## src/design/rrt_ram.sv

```systemverilog
// generic simple dual port ram with registered read
module rrt_ram #(
  parameter int WIDTH = 8,
  parameter int DEPTH = 16
) (
  input  logic                     clk_i,
  input  logic                     we_i,
  input  logic [$clog2(DEPTH)-1:0] waddr_i,
  input  logic [WIDTH-1:0]         wdata_i,
  input  logic                     re_i,
  input  logic [$clog2(DEPTH)-1:0] raddr_i,
  output logic [WIDTH-1:0]         rdata_o
);

  logic [WIDTH-1:0] mem_q [DEPTH];

  // write port and registered read port
  always_ff @(posedge clk_i) begin
    if (we_i) begin
      mem_q[waddr_i] <= wdata_i;
    end
    if (re_i) begin
      rdata_o <= mem_q[raddr_i];
    end
  end

endmodule

```

## config.mk

```make
export PLATFORM = sky130hd
export DESIGN_NAME = rrt_ram
export DESIGN_NICKNAME = d
export VERILOG_FILES = /design/src/design/rrt_ram.sv
export SDC_FILE = /design/constraint.sdc
export NUM_CORES = 1
export LEC_CHECK = 0
export BUFFER_PORTS_ARGS = -buffer_cell sky130_fd_sc_hd__buf_2
export CORE_MARGIN = 8
export CORE_UTILIZATION = 50
export CTS_CLUSTER_SIZE = 24
export DETAILED_ROUTE_END_ITERATION = 6
export MAX_ROUTING_LAYER = met4
export PLACE_DENSITY = 0.73
export SYNTH_ARGS = -nofsm -noshare
export SYNTH_HDL_FRONTEND = slang
export SYNTH_SLANG_ARGS = --single-unit
```

## constraint.sdc

```tcl
create_clock -name clk_i -period 1.8 [get_ports clk_i]
set_input_delay 0.27 -clock clk_i [delete_from_list [all_inputs] [get_ports clk_i]]
set_output_delay 0.27 -clock clk_i [all_outputs]
set_load 0.02 [all_outputs]
```

# ---- Yosys cells after proc, flatten, opt, wreduce, memory -nomap -nowiden
# Memories as Yosys holds them, arrays and structs flattened. A register that Yosys moved wholly into a read port is not among the register bits.
# Index checks and enable logic that the tools add are counted.
dict set report word_totals {
  register_bits 0
  ram_bits 128
  inputBits 19
  output_inout_bits 8
  word_cells 3
  n_memories 1
}
# memory words word_bits rd rd_ports_with_merged_regs write_ports line
set mem_list {}
lappend mem_list {mem_q 16 8 1 1 1 15} ;# logic [WIDTH-1:0] mem_q [DEPTH];
dict set report classes {
  n_mux 2
}
# operator n
set ops {}
lappend ops {{$mux W1} 2}

# ---- Depth between registers and ports, before layout
dict set report logic_depth {
  depth_word 2
  mapped_depth 5
}

# ---- Worst setup path after synthesis
# Ideal clock, no wire load.
dict set report synth_timing {
  path_kind {input -> register}
  from {in waddr_i[2]}
  to {mem mem_q[0][0], enable pin}
  setup_ps 383
  t_arrival_ps 1380
  required_ps 1417
  slack_ps 37
  cell_stages 2
  n_path_buf 0
  path_cell_list {or3b_2 nor3_1}
}
# element line
set synth_rtl {}
lappend synth_rtl {{start: declaration} 8} ;# input logic [$clog2(DEPTH)-1:0] waddr_i,
lappend synth_rtl {{end: declaration} 15}
# Straight into the memory's write port.

==> results.md <==
* DR WL/cell at 22.5 um
* Top Ports at 27
* GR Layer Usage met1 at 19.1%
* FF-to-FF End: rdata_o[0]
* WS Path Type: register to register
* Global route hottest layer: met2
* Die X-Extent at 118 um
* Register bit total from synthesis at 136
* Final Max Slew Viols at 0
* Initial Utilization at 51.1%
* Worst Max-Slew Pin Slew at 0.366 ns
* Final Power at 7.06 mW
* Syn Inst Count at 229
* Detail Route Antenna Nets at 0
* Compound-gate portion of the synthesized area at 2.30%
* Most frequent cells in the layout: edfxtp_1 (136), buf_2 (26), buf_4 (25)
* Met2 Use GR at 24.1%
* Yosys top cell by area: edfxtp_1
* Row cnt at 37
* Netlist cell types at 18
* Syn-to-layout area delta at 19.4%
* # Post-CTS Setup Buffers at 0
* Gates resized, CTS repair at 0
* Slowest stage delay, CP at 0.46 ns
* Largest family of logic cells by synthesized area: multiplexers
* ANT cells at 0
* Core area at 10200 um2
* Depth of the most critical reg-to-reg path at 3
* Synth Area in Simple Gates at 3.14%
* Syn. warnings at 0
* TritonCTS clock tree: built
* Drt first pass iters at 4
* RSZ-0062 raised after global routing: no
* Clock slew at reported path FFs at 0.06 ns
* Top cell type's share of synthesized area at 78.1%
* Pwr dens at 1130 nW/um2
* Initial antenna violation count at 0
* Synth Area in Adders at 0%
* Die span in y at 118 um
* Total CTS buffers at 17
* GRT Overall Usage at 15.9%
* Post-Route WL at 9.96 mm
* Clock root cell: clkbuf_8
* First-pass GRT wire length at 15.7 mm
* H-tree Lvls at 4
* Synth Cell Area at 5230 um2
* DP Wirelength at 6.60 mm
* Clock Path Buffers at 2
* CP Data Arrival Time at 1.78 ns
* Overflow left after global routing at 0
* Vias at 2516
* Post-synthesis xor/xnor area fraction at 0%
* Largest cells by area after synthesis: edfxtp_1 (78%), mux4_2 (7.8%), mux4_1 (7.0%), a22oi_1 (2.3%), nor2_1 (0.93%)
* Clock Latency Late Sink at 0.52 ns
* Fmax at 655 MHz
* Drt drc at 0
* Hold Crit Class: input port to register
* IO Port Bufs at 26
* Max cap viols at 0
* Syn Nets at 248
* Layout cells sized above 1 at 32.7%
* Final Critical Period at 1.53 ns
* Avg Inst Size Synth at 22.8 um2
* Hold Violations, Final at 0
* DRT iter0 DRCs at 238
* # clock sinks at 136
* Status: completed
* Worst R2R Start: mem_q[11][0]
* Leak Pwr at 2.14 nW
* CP endpoint kind: register
* Slew margin rel. at 75.6%
* CTS Hold Buffers Added at 0
* Max IR drop VDD at 0.492 mV
* Hold Startpoint: re_i
* Cells along the critical path: mux4_2, a22oi_1, nand2_1
* CP required at 2.05 ns
* Vias/cell at 5.69
* Largest net degree at the start of global routing at 17
* Worst R2R Setup Slack at 0.27 ns
* Nets@finish at 312
* Final setup viols at 0
* Met3 Track Usage GR at 5.09%
* Die Footprint at 14000 um2
* Seq/Total Area, Yosys at 78.1%
* Critical path launch point type: register
* Mux cell area share after synthesis at 14.8%
* Fin crit share at 84.8%
* Critical Path Source: mem_q[11][0]
* CP max-delay cell: mux4_2
* Vias in the first global route at 2709
* Final setup skew at 0.0102 ns
* GPL Wtd Cong at 0.734
* Commonest non-fill, non-tap cell in the layout: edfxtp_1
* CP endpoint: rdata_o[0]
* CP Max Fanout at 1
* Final hold slack at 0.122 ns
-- logic make-up after synthesis --
logic type             Yosys count
DFF                            136
and+or+nand+nor                 35
muxes                           32
AOI/OAI and AO/OA               16
buffers and inverters           10
-- worst min-delay path by stage --
stage          slack [ns]  depth (start not counted)           to
2_1_floorplan        0.37                          0  mem_q[0][0]
4_1_cts              0.11                          1   rdata_o[2]
5_1_grt               0.1                          1   rdata_o[2]
3_3_place_gp         0.65                          1   rdata_o[1]
6_report             0.12                          1   rdata_o[7]
3_5_place_dp         0.65                          1   rdata_o[1]
-- where the power goes --
group / switching, mW / internal [mW] / leakage, nW / total [mW]
logic: 0.207 / 0.159 / 0.642 / 0.365
clock network: 1.17 / 1.93 / 0.264 / 3.11
registers: 0.0174 / 3.57 / 1.24 / 3.59
-- area by class of cell --
type / instances / area, um2
fill: 730 / 3990
multi-input combinational: 83 / 1060
clock inverter: 12 / 109
tap: 136 / 170
clock buffer: 20 / 425
sequential: 136 / 4080
timing repair buffer: 55 / 398
-- routing by layer --
layer	wire [um]	vias to the layer above
li1	-	1107
met2	4950	105
met1	4350	1296
met4	138	0
met5	0	-
met3	523	8
-- cell usage after synthesis, drive strengths merged --
master           n
a22oi           16
nand2            9
nand3            1
buf              7
nand3b           2
clkdlybuf4s25    3
nor3             4
and2b            1
edfxtp         136
nor2b            1
nor2            13
or3b             1
mux4            32
and2             1
nand2b           2
-- per-stage QoR --
stage | setup TNS (ns) | setup slack [ns] | instance area (um2) | cells | util (%)
6_report | 0 | 0.273 | 6240 | 442 | 61.0
5_1_grt | 0 | 0.212 | 6240 | 442 | 61.0
4_1_cts | 0 | 0.268 | 6240 | 442 | 61.0
3_5_place_dp | -0.101 | -0.0349 | 5710 | 410 | 55.8
3_3_place_gp | -0.00413 | -0.00413 | 5710 | 410 | 55.8
2_1_floorplan | 0 | 0.0371 | 5230 | 229 | -
-- registers in the layout, summed over array words and instances, names as in the netlist --
register and flops:
rdata_o 8, mem_q 128
-- critical path: cells and delay by family (launching register included) --
| family | cells | cell delay (ns) |
|---|---|---|
| flops | 1 | 0.36 |
| simple gates | 1 | 0.09 |
| compound gates | 1 | 0.34 |
| mux | 1 | 0.46 |
Note: power is estimated with default switching activity, not from simulation.
