<file path="config.mk">
export PLATFORM = sky130hd
export DESIGN_NAME = rrt_cfg
export DESIGN_NICKNAME = d
export VERILOG_FILES = /design/src/design/rrt_pkg.sv /design/src/design/rrt_cfg.sv
export SDC_FILE = /design/constraint.sdc
export NUM_CORES = 1
export LEC_CHECK = 0
export ABC_CLOCK_PERIOD_IN_PS = 1150
export BUFFER_PORTS_ARGS = -buffer_cell sky130_fd_sc_hd__buf_2
export CAP_MARGIN = 20
export CELL_PAD_IN_SITES_DETAIL_PLACEMENT = 2
export CELL_PAD_IN_SITES_GLOBAL_PLACEMENT = 2
export CORE_MARGIN = 5
export CORE_UTILIZATION = 12
export DETAILED_ROUTE_END_ITERATION = 12
export PLACE_DENSITY = 0.89
export RECOVER_POWER = 100
export SKIP_LAST_GASP = 1
export SLEW_MARGIN = 20
export SYNTH_ARGS = -nofsm -noshare
export SYNTH_HDL_FRONTEND = slang
export SYNTH_SLANG_ARGS = --single-unit
</file>
<file path="constraint.sdc">
create_clock -name clk_i -period 1.15 [get_ports clk_i]
set_input_delay 0.1725 -clock clk_i [delete_from_list [all_inputs] [get_ports clk_i]]
set_output_delay 0.1725 -clock clk_i [all_outputs]
set_load 0.005 [all_outputs]
</file>
<file path="src/design/rrt_pkg.sv">
// shared types, codes and sizes of the region reference tracker
package rrt_pkg;

  localparam int FREE_SLOTS_DEF = 16;
  localparam int USED_SLOTS_DEF = 16;
  // slot index width in result structs, enough for the largest table
  localparam int SLOT_W = 10;
  localparam int ADDR_W = 48;
  localparam int END_W = 49;
  localparam int CNT_W = 16;
  localparam int TOT_W = 32;
  localparam int PS_W = 5;
  localparam int PS_RESET = 12;
  localparam int RND_W = 50;

  // byte address of the page shift register
  localparam logic [1:0] ADDR_PAGE_SHIFT = 2'd0;

  typedef enum logic [2:0] {
    FN_ADD     = 3'd0,
    FN_REF     = 3'd1,
    FN_RELEASE = 3'd2,
    FN_CHK_FREE = 3'd3,
    FN_CHK_REF = 3'd4
  } func_e;

  typedef enum logic [1:0] {
    ST_OK      = 2'd0,
    ST_OVERLAP = 2'd1,
    ST_INVALID = 2'd2,
    ST_FULL    = 2'd3
  } status_e;

  typedef enum logic [1:0] {
    PA_NONE     = 2'd0,
    PA_NOACCESS = 2'd1,
    PA_RW       = 2'd2
  } prot_e;

  typedef struct packed {
    logic [ADDR_W-1:0] start;
    logic [END_W-1:0]  fend;
  } free_ent_t;

  typedef struct packed {
    logic [ADDR_W-1:0] start;
    logic [ADDR_W-1:0] len;
    logic [CNT_W-1:0]  rd;
    logic [CNT_W-1:0]  wr;
  } used_ent_t;

  // bounding free intervals and first empty free slot
  typedef struct packed {
    logic              p_ok;
    logic [SLOT_W-1:0] p_idx;
    logic [ADDR_W-1:0] p_start;
    logic [END_W-1:0]  p_end;
    logic              q_ok;
    logic [SLOT_W-1:0] q_idx;
    logic [ADDR_W-1:0] q_start;
    logic [END_W-1:0]  q_end;
    logic              e_ok;
    logic [SLOT_W-1:0] e_idx;
  } free_res_t;

  // bounding referenced intervals and first empty used slot
  typedef struct packed {
    logic              up_ok;
    logic [ADDR_W-1:0] up_start;
    logic [END_W-1:0]  up_end;
    logic              ue_ok;
    logic [SLOT_W-1:0] ue_idx;
    logic [ADDR_W-1:0] ue_start;
    logic [ADDR_W-1:0] ue_len;
    logic [END_W-1:0]  ue_end;
    logic [CNT_W-1:0]  ue_rd;
    logic [CNT_W-1:0]  ue_wr;
    logic              un_ok;
    logic [ADDR_W-1:0] un_start;
    logic              e_ok;
    logic [SLOT_W-1:0] e_idx;
  } used_res_t;

endpackage

</file>
<file path="src/design/rrt_cfg.sv">
// apb configuration register block holding the page shift
module rrt_cfg import rrt_pkg::*; (
  input  logic            clk_i,
  input  logic            rst_ni,
  input  logic            psel,
  input  logic            penable,
  input  logic            pwrite,
  input  logic [1:0]      paddr,
  input  logic [31:0]     pwdata,
  output logic [31:0]     prdata,
  output logic            pready,
  output logic [PS_W-1:0] page_shift_o
);

  logic [PS_W-1:0] page_shift_q;

  // register write on the access phase
  always_ff @(posedge clk_i or negedge rst_ni) begin
    if (!rst_ni) begin
      page_shift_q <= PS_W'(PS_RESET);
    end else if (psel && penable && pwrite) begin
      page_shift_q <= pwdata[PS_W-1:0];
    end
  end

  // read back
  assign prdata = (paddr == ADDR_PAGE_SHIFT) ? {{(32-PS_W){1'b0}}, page_shift_q} : 32'd0;
  assign pready = 1'b1;
  assign page_shift_o = page_shift_q;

endmodule

</file>
After elaboration in Yosys (flattened, before gate mapping). Cells that the tools add are included.

Output and inout port bits: 38. Word-level logic and storage cells: 5. Bits of input ports: 39. Register bits after elaboration: 5.

Reduce and logical (&&, ||, !) cells: 3. Multiplexer cells: 1.

Operators by type and width (count): $mux W5 (1); $logic_and A1 B1 Y1 (2); $logic_not A2 Y1 (1).

Longest topological paths before layout.
Word-level depth: 2. Gate-level depth with buffers: 2. Mapped depth without buffers: 2.

Least setup slack after synthesis. No wires, ideal clock.

Path type: reg2out. Start point: register page_shift_q[2], in the netlist page_shift_o[2]. End point: output port prdata[2]. Arrival time: 643 ps. Path slack: 334 ps. Stages on the path, launching flop included: 2. Path buffers: 0. Cell sequence: dfstp_2 and2_1.

Longest elaborated chain between the ends: 1.

Ends and longest elaborated chain: start, declared (RTL line rrt_cfg.sv:15) `logic [PS_W-1:0] page_shift_q;`; start signal, assigned (RTL line rrt_cfg.sv:20) `page_shift_q <= PS_W'(PS_RESET);`; start signal, assigned (RTL line rrt_cfg.sv:22) `page_shift_q <= pwdata[PS_W-1:0];`; $mux W5 (RTL line rrt_cfg.sv:27) `assign prdata = (paddr == ADDR_PAGE_SHIFT) ? {{(32-PS_W){1'b0}}, page_shift_q} : 32'd0;`; end, declared (RTL line rrt_cfg.sv:10) `output logic [31:0] prdata,`.

Every way passes these cells.

Worst setup path in the final report. Same ends and word-level chain as after synthesis.

==> metrics.txt <==
max FFs per register 5; RR Endpoint page_shift_o[3]; Final period util 0.999; hold_ws 197 ps; worst reg2reg path startpoint page_shift_o[3]; final hold vios 0; share of layout cells above drive strength 1 0.375; DIE AREA 0.00504 sq mm; VDD IR-drop max 0.000297 V; Starting Density 0.123; DP HPWL 1020 microns; Clock Latency Late Sink 220 ps; top-count cell post-synth buf_4; TritonCTS Sinks 5; asr flop ratio synth 1.00; Pins Over Slew Limit 0; register area share after synthesis 0.286; Internal Power 537 uW; reg2reg setup slack 310 ps; Chip Height 71.0 microns; Synth area leaders buf_4 (47%), dfrtp_1 (17%), mux2_2 (13%); drt via density 2.57; Post-CTS Resized 0; Fmax 871 MHz; CP peak stage delay 540 ps; outcome finished, final reports clean; MaxCap Viol Count 0; Yosys top cell by area buf_4; Max FO, Critical Path 3; top cells by count, synth buf_4 (28), and2_1 (5), mux2_2 (5), dfrtp_1 (3); register bit total from synthesis 5; Nets 112; root buf cell clkbuf_8; pin count of the biggest net entering global routing 6; Final ANT Viol Nets 0; critical path's slowest cell dfstp_2; top_reg_cell synth dfrtp_1; critical path data arrival time 980 ps; critical path class reg -> out; Avg Cell Area, Syn 9.50 sq um; CTS max path bufs 2; Worst Hold Depth 2; setup TNS 0 ps; Yosys Warn Count 0; Net Sw Power 191 uW; input/output buffers 21; pre-CTS WS 231 ps; num rows 22; Remaining DRCs 0; vias in the first global route 339; # IOs 77; PwrDens 1310 mW/mm^2; initial antenna violation count 0; switching part of the total power 0.263; drt total wl 1170 microns; Die Width 71.0 microns; RSZ-0062 raised after global routing true; CTS tree yes; total number of vias 308; minimum clock period 1150 ps; Flop pwr share 0.337; DR pass1 iterations 2; clock slew at reported path FFs 40 ps; CP required 980 ps; setup violators final 0; Netlist cell types 8; initial DRC count 6; grt ovf 0; first-pass GRT wire length 1660 microns; fin cells 120; crit end category output port; WL/cell 9.77 microns; Total Routing Usage GR 0.0442; CTS buffer count 3; Core Box Area 0.00363 sq mm; H-tree Lvls 1; placed cells 114; Clock Power Share 0.443; path depth of the worst reg2reg path 2; Yosys top cell area share 0.471; EDFF count, synth 0; post-synthesis cell area 447 sq um; Hold Crit Class in -> reg; Comb power frac 0.220; WHS Endpoint page_shift_o[2]; Hold Crit Start pwdata[2]; crit path cell chain and2_1 -> buf_2; clk_skew 0 ps; Synth-to-Final Area Change 24.4%; GP Congestion 0.680; P_leak 0.292 nW; diodes inserted 0; Mapped Cells 47; Final WS setup 1.48 ps; Filler cells 448; critical path launch point type register
## cell type report
class | instances | area, sq um | share of cell area
clock buffer | 4 | 45.0 | 0.0811
multi-input combinational | 40 | 206 | 0.372
tap | 48 | 60.1 | 0.108
sequential | 5 | 128 | 0.230
timing repair buffer | 23 | 116 | 0.209
## cells in the final DEF (no fill, tap or decap)
cell type      instances
buf_2                 16
dlygate4sd3_1          1
nand3_2                1
nor2_1                 1
mux2_1                 1
conb_1                28
and2_1                 5
dfstp_2                2
clkbuf_4               1
clkbuf_8               3
dfrtp_1                3
clkbuf_1               6
mux2_2                 4
## per-layer routing
layer / up-vias / track usage / part of all wire
li1: 138 / - / -
met1: 142 / 0.0363 / 0.29
met2: 26 / 0.0865 / 0.61
met3: 2 / 0.0142 / 0.084
met4: 0 / 0.0313 / 0.014
met5: - / 0 / 0
## worst max-delay path, delay by kind of cell, from the launching register on
kind | cells | cell delay (ps)
simple gates | 1 | 110
flops | 1 | 540
buf+inv | 1 | 110
## power by group through the flow
stage               sequential [mW]  clock (mW)  combinational [mW]
floorplan                     0.244           0               0.135
global placement              0.249           0               0.144
detailed placement            0.252           0               0.151
CTS                           0.250       0.335               0.154
global route                  0.253       0.347               0.179
finish                        0.246       0.323               0.160
## what timing repair did
action | CTS | global route
hold endpoints to repair | 5 | 0
buffers inserted | 0 | 1
hold buffers | 1 | 0
setup endpoints to repair | 2 | 2
## logic make-up (layout without fill, tap and decap cells)
family,after synthesis,in the layout,synth area share
buffers and inverters,28,27,0.471
and+or+nand+nor,7,7,0.101
muxes,5,5,0.126
DFF,5,5,0.286
other,2,28,0.0168
## how the worst max path moves through the flow
stage	start	end	slack (ps)	depth (start not counted)
after floorplan	page_shift_o[2]	prdata[2]	330	1
after global placement	page_shift_o[2]	prdata[2]	240	2
after detailed placement	page_shift_o[2]	prdata[2]	230	2
after CTS	page_shift_o[2]	prdata[2]	-9	2
after global routing	page_shift_o[2]	prdata[2]	-40	2
final	page_shift_o[2]	prdata[2]	1	2
## per-stage QoR
| step | instance area, sq um | util | power (mW) |
|---|---|---|---|
| final | 556 | 0.153 | 0.729 |
| after floorplan | 544 | - | 0.380 |
| after detailed placement | 499 | 0.137 | 0.403 |
| after CTS | 554 | 0.153 | 0.739 |
| after global placement | 499 | 0.137 | 0.392 |
| after global routing | 556 | 0.153 | 0.779 |
(Power assumes the default switching activity.)
