### config.mk
export PLATFORM = sky130hd
export DESIGN_NAME = rrt_scan
export DESIGN_NICKNAME = d
export VERILOG_FILES = /design/src/design/rrt_pkg.sv /design/src/design/rrt_scan.sv
export SDC_FILE = /design/constraint.sdc
export NUM_CORES = 1
export LEC_CHECK = 0
export BUFFER_PORTS_ARGS = -buffer_cell sky130_fd_sc_hd__buf_2
export CAP_MARGIN = 20
export CORE_AREA = 2 2 336 338
export DETAILED_ROUTE_END_ITERATION = 8
export DIE_AREA = 0 0 338 340
export GPL_TIMING_DRIVEN = 0
export SYNTH_ARGS = -nofsm -noshare
export SYNTH_HDL_FRONTEND = slang
export SYNTH_SLANG_ARGS = --single-unit
### constraint.sdc
create_clock -name clk_i -period 6.7 [get_ports clk_i]
set_input_delay 1.005 -clock clk_i [delete_from_list [all_inputs] [get_ports clk_i]]
set_output_delay 1.005 -clock clk_i [all_outputs]
set_load 0.1 [all_outputs]
### src/design/rrt_pkg.sv
// shared types, codes and sizes of the region reference tracker
package rrt_pkg;

  localparam int FREE_SLOTS_DEF = 16;
  localparam int USED_SLOTS_DEF = 16;
  // slot index width in result structs, enough for the largest table
  localparam int SLOT_W = 10;
  localparam int ADDR_W = 48;
  localparam int END_W = 49;
  localparam int CNT_W = 16;
  localparam int TOT_W = 32;
  localparam int PS_W = 5;
  localparam int PS_RESET = 12;
  localparam int RND_W = 50;

  // byte address of the page shift register
  localparam logic [1:0] ADDR_PAGE_SHIFT = 2'd0;

  typedef enum logic [2:0] {
    FN_ADD     = 3'd0,
    FN_REF     = 3'd1,
    FN_RELEASE = 3'd2,
    FN_CHK_FREE = 3'd3,
    FN_CHK_REF = 3'd4
  } func_e;

  typedef enum logic [1:0] {
    ST_OK      = 2'd0,
    ST_OVERLAP = 2'd1,
    ST_INVALID = 2'd2,
    ST_FULL    = 2'd3
  } status_e;

  typedef enum logic [1:0] {
    PA_NONE     = 2'd0,
    PA_NOACCESS = 2'd1,
    PA_RW       = 2'd2
  } prot_e;

  typedef struct packed {
    logic [ADDR_W-1:0] start;
    logic [END_W-1:0]  fend;
  } free_ent_t;

  typedef struct packed {
    logic [ADDR_W-1:0] start;
    logic [ADDR_W-1:0] len;
    logic [CNT_W-1:0]  rd;
    logic [CNT_W-1:0]  wr;
  } used_ent_t;

  // bounding free intervals and first empty free slot
  typedef struct packed {
    logic              p_ok;
    logic [SLOT_W-1:0] p_idx;
    logic [ADDR_W-1:0] p_start;
    logic [END_W-1:0]  p_end;
    logic              q_ok;
    logic [SLOT_W-1:0] q_idx;
    logic [ADDR_W-1:0] q_start;
    logic [END_W-1:0]  q_end;
    logic              e_ok;
    logic [SLOT_W-1:0] e_idx;
  } free_res_t;

  // bounding referenced intervals and first empty used slot
  typedef struct packed {
    logic              up_ok;
    logic [ADDR_W-1:0] up_start;
    logic [END_W-1:0]  up_end;
    logic              ue_ok;
    logic [SLOT_W-1:0] ue_idx;
    logic [ADDR_W-1:0] ue_start;
    logic [ADDR_W-1:0] ue_len;
    logic [END_W-1:0]  ue_end;
    logic [CNT_W-1:0]  ue_rd;
    logic [CNT_W-1:0]  ue_wr;
    logic              un_ok;
    logic [ADDR_W-1:0] un_start;
    logic              e_ok;
    logic [SLOT_W-1:0] e_idx;
  } used_res_t;

endpackage

### src/design/rrt_scan.sv
// search unit: walks both tables one entry a cycle and keeps the bounding entries
module rrt_scan import rrt_pkg::*; #(
  parameter int FREE_SLOTS = FREE_SLOTS_DEF,
  parameter int USED_SLOTS = USED_SLOTS_DEF
) (
  input  logic                          clk_i,
  input  logic                          rst_ni,
  input  logic                          clr_i,
  input  logic [ADDR_W-1:0]             key_i,
  input  logic                          f_vld_i,
  input  logic [$clog2(FREE_SLOTS)-1:0] f_idx_i,
  input  logic                          f_valid_i,
  input  free_ent_t                     f_data_i,
  input  logic                          u_vld_i,
  input  logic [$clog2(USED_SLOTS)-1:0] u_idx_i,
  input  logic                          u_valid_i,
  input  used_ent_t                     u_data_i,
  output free_res_t                     f_res_o,
  output used_res_t                     u_res_o
);

  free_res_t fr_q;
  used_res_t ur_q;
  logic [END_W-1:0] u_end;

  assign u_end = {1'b0, u_data_i.start} + {1'b0, u_data_i.len};

  // free table: largest start below key, smallest start at or above key, first empty slot
  always_ff @(posedge clk_i or negedge rst_ni) begin
    if (!rst_ni) begin
      fr_q <= '0;
    end else if (clr_i) begin
      fr_q <= '0;
    end else if (f_vld_i) begin
      if (f_valid_i) begin
        if (f_data_i.start < key_i && (!fr_q.p_ok || f_data_i.start > fr_q.p_start)) begin
          fr_q.p_ok    <= 1'b1;
          fr_q.p_idx   <= SLOT_W'(f_idx_i);
          fr_q.p_start <= f_data_i.start;
          fr_q.p_end   <= f_data_i.fend;
        end
        if (f_data_i.start >= key_i && (!fr_q.q_ok || f_data_i.start < fr_q.q_start)) begin
          fr_q.q_ok    <= 1'b1;
          fr_q.q_idx   <= SLOT_W'(f_idx_i);
          fr_q.q_start <= f_data_i.start;
          fr_q.q_end   <= f_data_i.fend;
        end
      end else if (!fr_q.e_ok) begin
        fr_q.e_ok  <= 1'b1;
        fr_q.e_idx <= SLOT_W'(f_idx_i);
      end
    end
  end

  // used table: below, at or above, and strictly above the key, and first empty slot
  always_ff @(posedge clk_i or negedge rst_ni) begin
    if (!rst_ni) begin
      ur_q <= '0;
    end else if (clr_i) begin
      ur_q <= '0;
    end else if (u_vld_i) begin
      if (u_valid_i) begin
        if (u_data_i.start < key_i && (!ur_q.up_ok || u_data_i.start > ur_q.up_start)) begin
          ur_q.up_ok    <= 1'b1;
          ur_q.up_start <= u_data_i.start;
          ur_q.up_end   <= u_end;
        end
        if (u_data_i.start >= key_i && (!ur_q.ue_ok || u_data_i.start < ur_q.ue_start)) begin
          ur_q.ue_ok    <= 1'b1;
          ur_q.ue_idx   <= SLOT_W'(u_idx_i);
          ur_q.ue_start <= u_data_i.start;
          ur_q.ue_len   <= u_data_i.len;
          ur_q.ue_end   <= u_end;
          ur_q.ue_rd    <= u_data_i.rd;
          ur_q.ue_wr    <= u_data_i.wr;
        end
        if (u_data_i.start > key_i && (!ur_q.un_ok || u_data_i.start < ur_q.un_start)) begin
          ur_q.un_ok    <= 1'b1;
          ur_q.un_start <= u_data_i.start;
        end
      end else if (!ur_q.e_ok) begin
        ur_q.e_ok  <= 1'b1;
        ur_q.e_idx <= SLOT_W'(u_idx_i);
      end
    end
  end

  assign f_res_o = fr_q;
  assign u_res_o = ur_q;

endmodule

**Yosys cells after proc, flatten, opt, wreduce, memory -nomap -nowiden**

Index checks and enable logic that the tools add are counted.
W data, S select, Z words.

- Magnitude comparators: 10
- Reduce and logical (&&, ||, !) cells: 33
- Add/sub/neg operators: 1
- Multiplexer cells: 15
- Equality and inequality tests: 4

Operators with widths:

| operator | number |
|---|---|
| $mux W346 | 2 |
| $mux W227 | 2 |
| $mux W335 | 1 |
| $lt A48 B48 Y1 | 5 |
| $mux W108 | 2 |
| $mux W216 | 1 |
| $mux W188 | 1 |
| $gt A48 B48 Y1 | 3 |
| $mux W98 | 1 |
| $ge A48 B48 Y1 | 2 |
| $add A48 B48 Y49 | 1 |
| $mux W49 | 1 |
| $mux W11 | 2 |
| $reduce_and A3 Y1 | 7 |
| $mux W10 | 2 |
| $reduce_bool A2 Y1 | 9 |
| $ne A2 B2 Y1 const B | 4 |
| $logic_and A1 B1 Y1 | 5 |
| $logic_not A1 Y1 | 5 |
| $logic_or A1 B1 Y1 | 5 |
| $reduce_and A2 Y1 | 2 |

- Logic and storage cells: 87
- Output and inout port bits: 573
- Flip-flop bits (word level): 573
- Bits of input ports: 288

**Depth between registers and ports, before layout**

- Depth after elaboration: 7
- Mapped depth: 14
- Gate-level depth less buffers: 11

**Worst setup path before layout**

No wires, ideal clock.

- Path kind: in2reg
- From: in key_i[42]
- To: reg ur_q (netlist bit u_res_o[115])
- Setup time: 125 ps
- Path buffers: 3
- Stages on the path: 14
- Setup slack: 2923 ps
- Arrival: 3652 ps
- Data required time: 6575 ps
- Cells stage by stage: inv_1 ha_1 nand4_1 or4_4 nand2b_4 nor4_4 inv_2 a21o_1 or2_1 buf_2 nand2b_1 buf_4 buf_6 mux2_2

- Cells in the longest elaborated chain, start to end: 4

Ends and longest elaborated chain:

| what | RTL line | RTL |
|---|---|---|
| start: declaration | rrt_scan.sv:9 | `input logic [ADDR_W-1:0] key_i,` |
| $ge A48 B48 Y1 | rrt_scan.sv:68 | `if (u_data_i.start >= key_i && (!ur_q.ue_ok \|\| u_data_i.start < ur_q.ue_start)) begin` |
| $logic_and A1 B1 Y1 | rrt_scan.sv:68 |  |
| $reduce_bool A2 Y1 (no source line) | - |  |
| $reduce_and A3 Y1 (no source line) | - |  |
| end: declaration | rrt_scan.sv:23 | `used_res_t ur_q;` |

No other way between the ends.
A chain may end at the register's enable or synchronous reset.

**Worst setup path after layout**

- From: in u_data_i[103] in the netlist's numbering
- To: reg ur_q (netlist bit u_res_o[303])

- Cells in the longest elaborated chain, start to end: 5
- Elaborated cells on any way between the ends: 6
- Those cells by class: order compare: 2; reduce/logical: 4

Ends and longest elaborated chain:

| what | RTL line | RTL |
|---|---|---|
| start: declaration | rrt_scan.sv:17 | `input used_ent_t u_data_i,` |
| $gt A48 B48 Y1 | rrt_scan.sv:63 | `if (u_data_i.start < key_i && (!ur_q.up_ok \|\| u_data_i.start > ur_q.up_start)) begin` |
| $logic_or A1 B1 Y1 | rrt_scan.sv:63 |  |
| $logic_and A1 B1 Y1 (*) | rrt_scan.sv:63 |  |
| $reduce_bool A2 Y1 (no source line) (*) | - |  |
| $reduce_and A3 Y1 (no source line) (*) | - |  |

Mark *: on every way between the ends. The rest lies on a longest branch, timed or not.

==> flow_metrics.env <==
export IMPL_drtIter0Drc=2022
export IMPL_antenna_found_initial=16
export IMPL_crit_path_max_fanout=10
export IMPL_max_slew_margin=0.194
export IMPL_post_cts_resized_instances=0
export IMPL_fp_dieArea_sq_mm=0.115
export IMPL_place_congestion=0.935
export IMPL_p_per_area_mw_per_mm2=248
export IMPL_nets=5380
export IMPL_firstDrtPassIters=5
export IMPL_crit_slowest_cell="a211oi_1"
export IMPL_drt_vias_per_instance=5.02
export IMPL_worst_setup_path_start_kind="input port"
export IMPL_ir_drop_v=0.000160
export IMPL_totalWireLength_mm=153
export IMPL_globalRouteOverflowTotal=0
export IMPL_syn_area_sq_mm=0.0341
export IMPL_clkTransAtPathRegs_ns=0.06
export IMPL_cts_sinks=543
export IMPL_drive_above_1_share=0.226
export IMPL_yosysUniqueCellTypes=71
export IMPL_vias=31484
export IMPL_slew_violations=0
export IMPL_path_buf_inv=4
export IMPL_cts_tree="done"
export IMPL_die_x_um=338
export IMPL_grt_pass1_vias=31526
export IMPL_fin_util=0.384
export IMPL_dp_hpwl_mm=125
export IMPL_rsz0062_at_grt="no"
export IMPL_root_buffer="clkbuf_16"
export IMPL_antenna_left=0
export IMPL_tns_ns=0
export IMPL_status="finished, final reports clean"
export IMPL_async_reset_ff_frac=1.00
export IMPL_critPathRequiredTime_ns=7.25
export IMPL_grt_pass1_wl_mm=218
export IMPL_clock_latency_ns=0.66
export IMPL_die_h_um=340
export IMPL_crit_type="in -> reg"
export IMPL_numCtsBuffers=71
export IMPL_skew_ns=0.0348
export IMPL_syn_to_final_growth_pct=25.8
export IMPL_ys_warn_count=0
export IMPL_netlist_instances=3763
export IMPL_power_mw=10.6
export IMPL_ys_seq_area_frac=0.399
export IMPL_row_count=123
export IMPL_grt_use_total=0.260
export IMPL_cpLargestDelayFamily="compound AO/OA/AOI/OAI gates"
export IMPL_crit_arrival_ns=5.77
export IMPL_start_util=0.305
export IMPL_crit_path_max_incr_delay_ns=0.90
export IMPL_htreeDepth=3
export IMPL_core_region_area_sq_mm=0.112
export IMPL_synth_ff_type="dfrtp_1"
export IMPL_min_period_ns=5.22
export IMPL_p_leak_nw=21.4
export IMPL_post_cts_buffers=0
export IMPL_setup_viol=0
export IMPL_finalHoldViolations=0
export IMPL_syn_area_per_cell_sq_um=9.05
export IMPL_min_path_type="in -> async"
export IMPL_synth_seq_cells=543
export IMPL_finalCritPeriodShare=0.780
export IMPL_fmax_mhz=191
export IMPL_drc=0
export IMPL_grt_max_degree=110
export IMPL_clockBufferDepth=3
export IMPL_port_buffers=829
export IMPL_tightest_slew_ns=1.21
export IMPL_pin_count=861
export IMPL_maxCapViolCount=0
export IMPL_synth_edf_count=0
export IMPL_endpoint_kind="flop"
export IMPL_worstPathCellList="buf_2 > ha_1 > a21oi_1 > o21ai_0 > a221oi_1 > o22ai_1 > a211oi_1 > o211ai_2 > inv_2 > clkbuf_1 > clkbuf_1 > nand2_1 > a21oi_1"
export IMPL_post_drt_wl_per_cell_um=24.4
export IMPL_cts_hold_buf=0
## state kept, by name, indices dropped and copies added (netlist names)
name	count
u_res_o	334
f_res_o	209
## report_power, final
group          total [mW]  leakage, nW  switching [mW]  internal, mW
sequential           3.56         7.45           0.118          3.44
combinational        3.16         12.8            2.46         0.705
clock                3.90         1.13            1.63          2.27
total                10.6         21.4            4.21          6.42
## cell usage after synthesis, types with 16 or more instances
master,number,area (sq um)
a211oi_1,22,165
a21o_1,101,758
a21oi_1,398,1990
buf_2,46,230
buf_4,32,240
clkbuf_1,138,518
dfrtp_1,543,13600
ha_1,381,4770
inv_1,309,1160
mux2_2,24,270
mux2i_1,161,1610
nand2_1,538,2020
nand2b_1,309,1930
nand3_1,36,180
nand3b_1,114,856
nand4_1,76,475
nor2_1,98,368
nor2b_1,21,131
nor3_1,24,120
o211ai_1,17,128
o21a_1,16,120
o21ai_0,171,856
xnor2_1,21,184
## cell type report
cell class / instances / area (sq um)
Fill cell: 11532 / 68700
Multi-Input combinational cell: 2717 / 18400
Sequential cell: 543 / 13600
Timing Repair Buffer: 845 / 4460
Clock buffer: 91 / 1910
Tap cell: 1500 / 1880
Inverter: 311 / 1170
Buffer: 221 / 1030
Clock inverter: 34 / 413
Antenna cell: 8 / 20.0
## cell usage in the layout, fill, tap and decap left out, types with 7 or more instances in the layout
master and count:
clkbuf_1 152, a211oi_1 22, buf_16 7, nor3_1 24, buf_2 875, inv_1 309
nand2b_1 309, a31oi_1 7, a21o_1 101, a211o_1 7, and2_1 7, mux2_1 8
xor2_1 11, nand3b_1 114, ha_1 381, xnor2_1 21, and3_1 7, mux2_2 24
and4_1 10, nor2_1 98, o21bai_1 11, dfrtp_1 543, o21ai_0 171, conb_1 30
o21a_1 16, a2111oi_0 7, clkinv_2 11, clkbuf_16 72, o31ai_1 8, o211ai_1 17
nor2b_1 21, nand4_1 76, nand2_1 538, a21oi_1 398, buf_4 34, mux2i_1 161
diode_2 8, nand3_1 36
## cells by family after synthesis
kind of cell	after synthesis	synth area share
AND/OR/NAND/NOR	1274	0.192
AO/OA/AOI/OAI	806	0.138
flip-flops	543	0.399
buffers and inverters	532	0.0645
adder cells (fa/ha/maj)	382	0.141
multiplexers	193	0.0579
XOR/XNOR	32	0.00823
other	1	0.000110
## worst paths after layout
kind                            cells after the start           from            to  slack (ns)
worst min-delay path                                1         rst_ni  u_res_o[168]        0.22
worst max register to register                     14   f_res_o[205]  f_res_o[209]        1.69
worst min register to register                      1   u_res_o[120]  u_res_o[120]        0.48
max in group asynchronous                           4         rst_ni  f_res_o[215]        4.68
worst max-delay path                               13  u_data_i[103]  u_res_o[303]        1.48
min in group clk_i                                  1   u_res_o[120]  u_res_o[120]        0.48
## through the flow
step / std cells / instance area, sq um / hold slack [ns] / worst slack [ns]
finish: 6270 / 42900 / 0.218 / 1.48
global route: 6269 / 42900 / 0.209 / 1.17
CTS: 6259 / 42800 / 0.171 / 1.32
detailed placement: 6134 / 40500 / 0.471 / 0.610
global placement: 6121 / 40200 / 0.466 / -7.69
floorplan: 3792 / 34200 / 0.709 / 2.92
## layer usage
metal | part of all wire | GRT usage | up-vias
li1 | - | - | 14771
met1 | 0.38 | 0.296 | 15384
met2 | 0.50 | 0.463 | 1054
met3 | 0.069 | 0.0575 | 265
met4 | 0.045 | 0.116 | 10
met5 | 0.00037 | 0 | -
(Power assumes the default switching activity.)
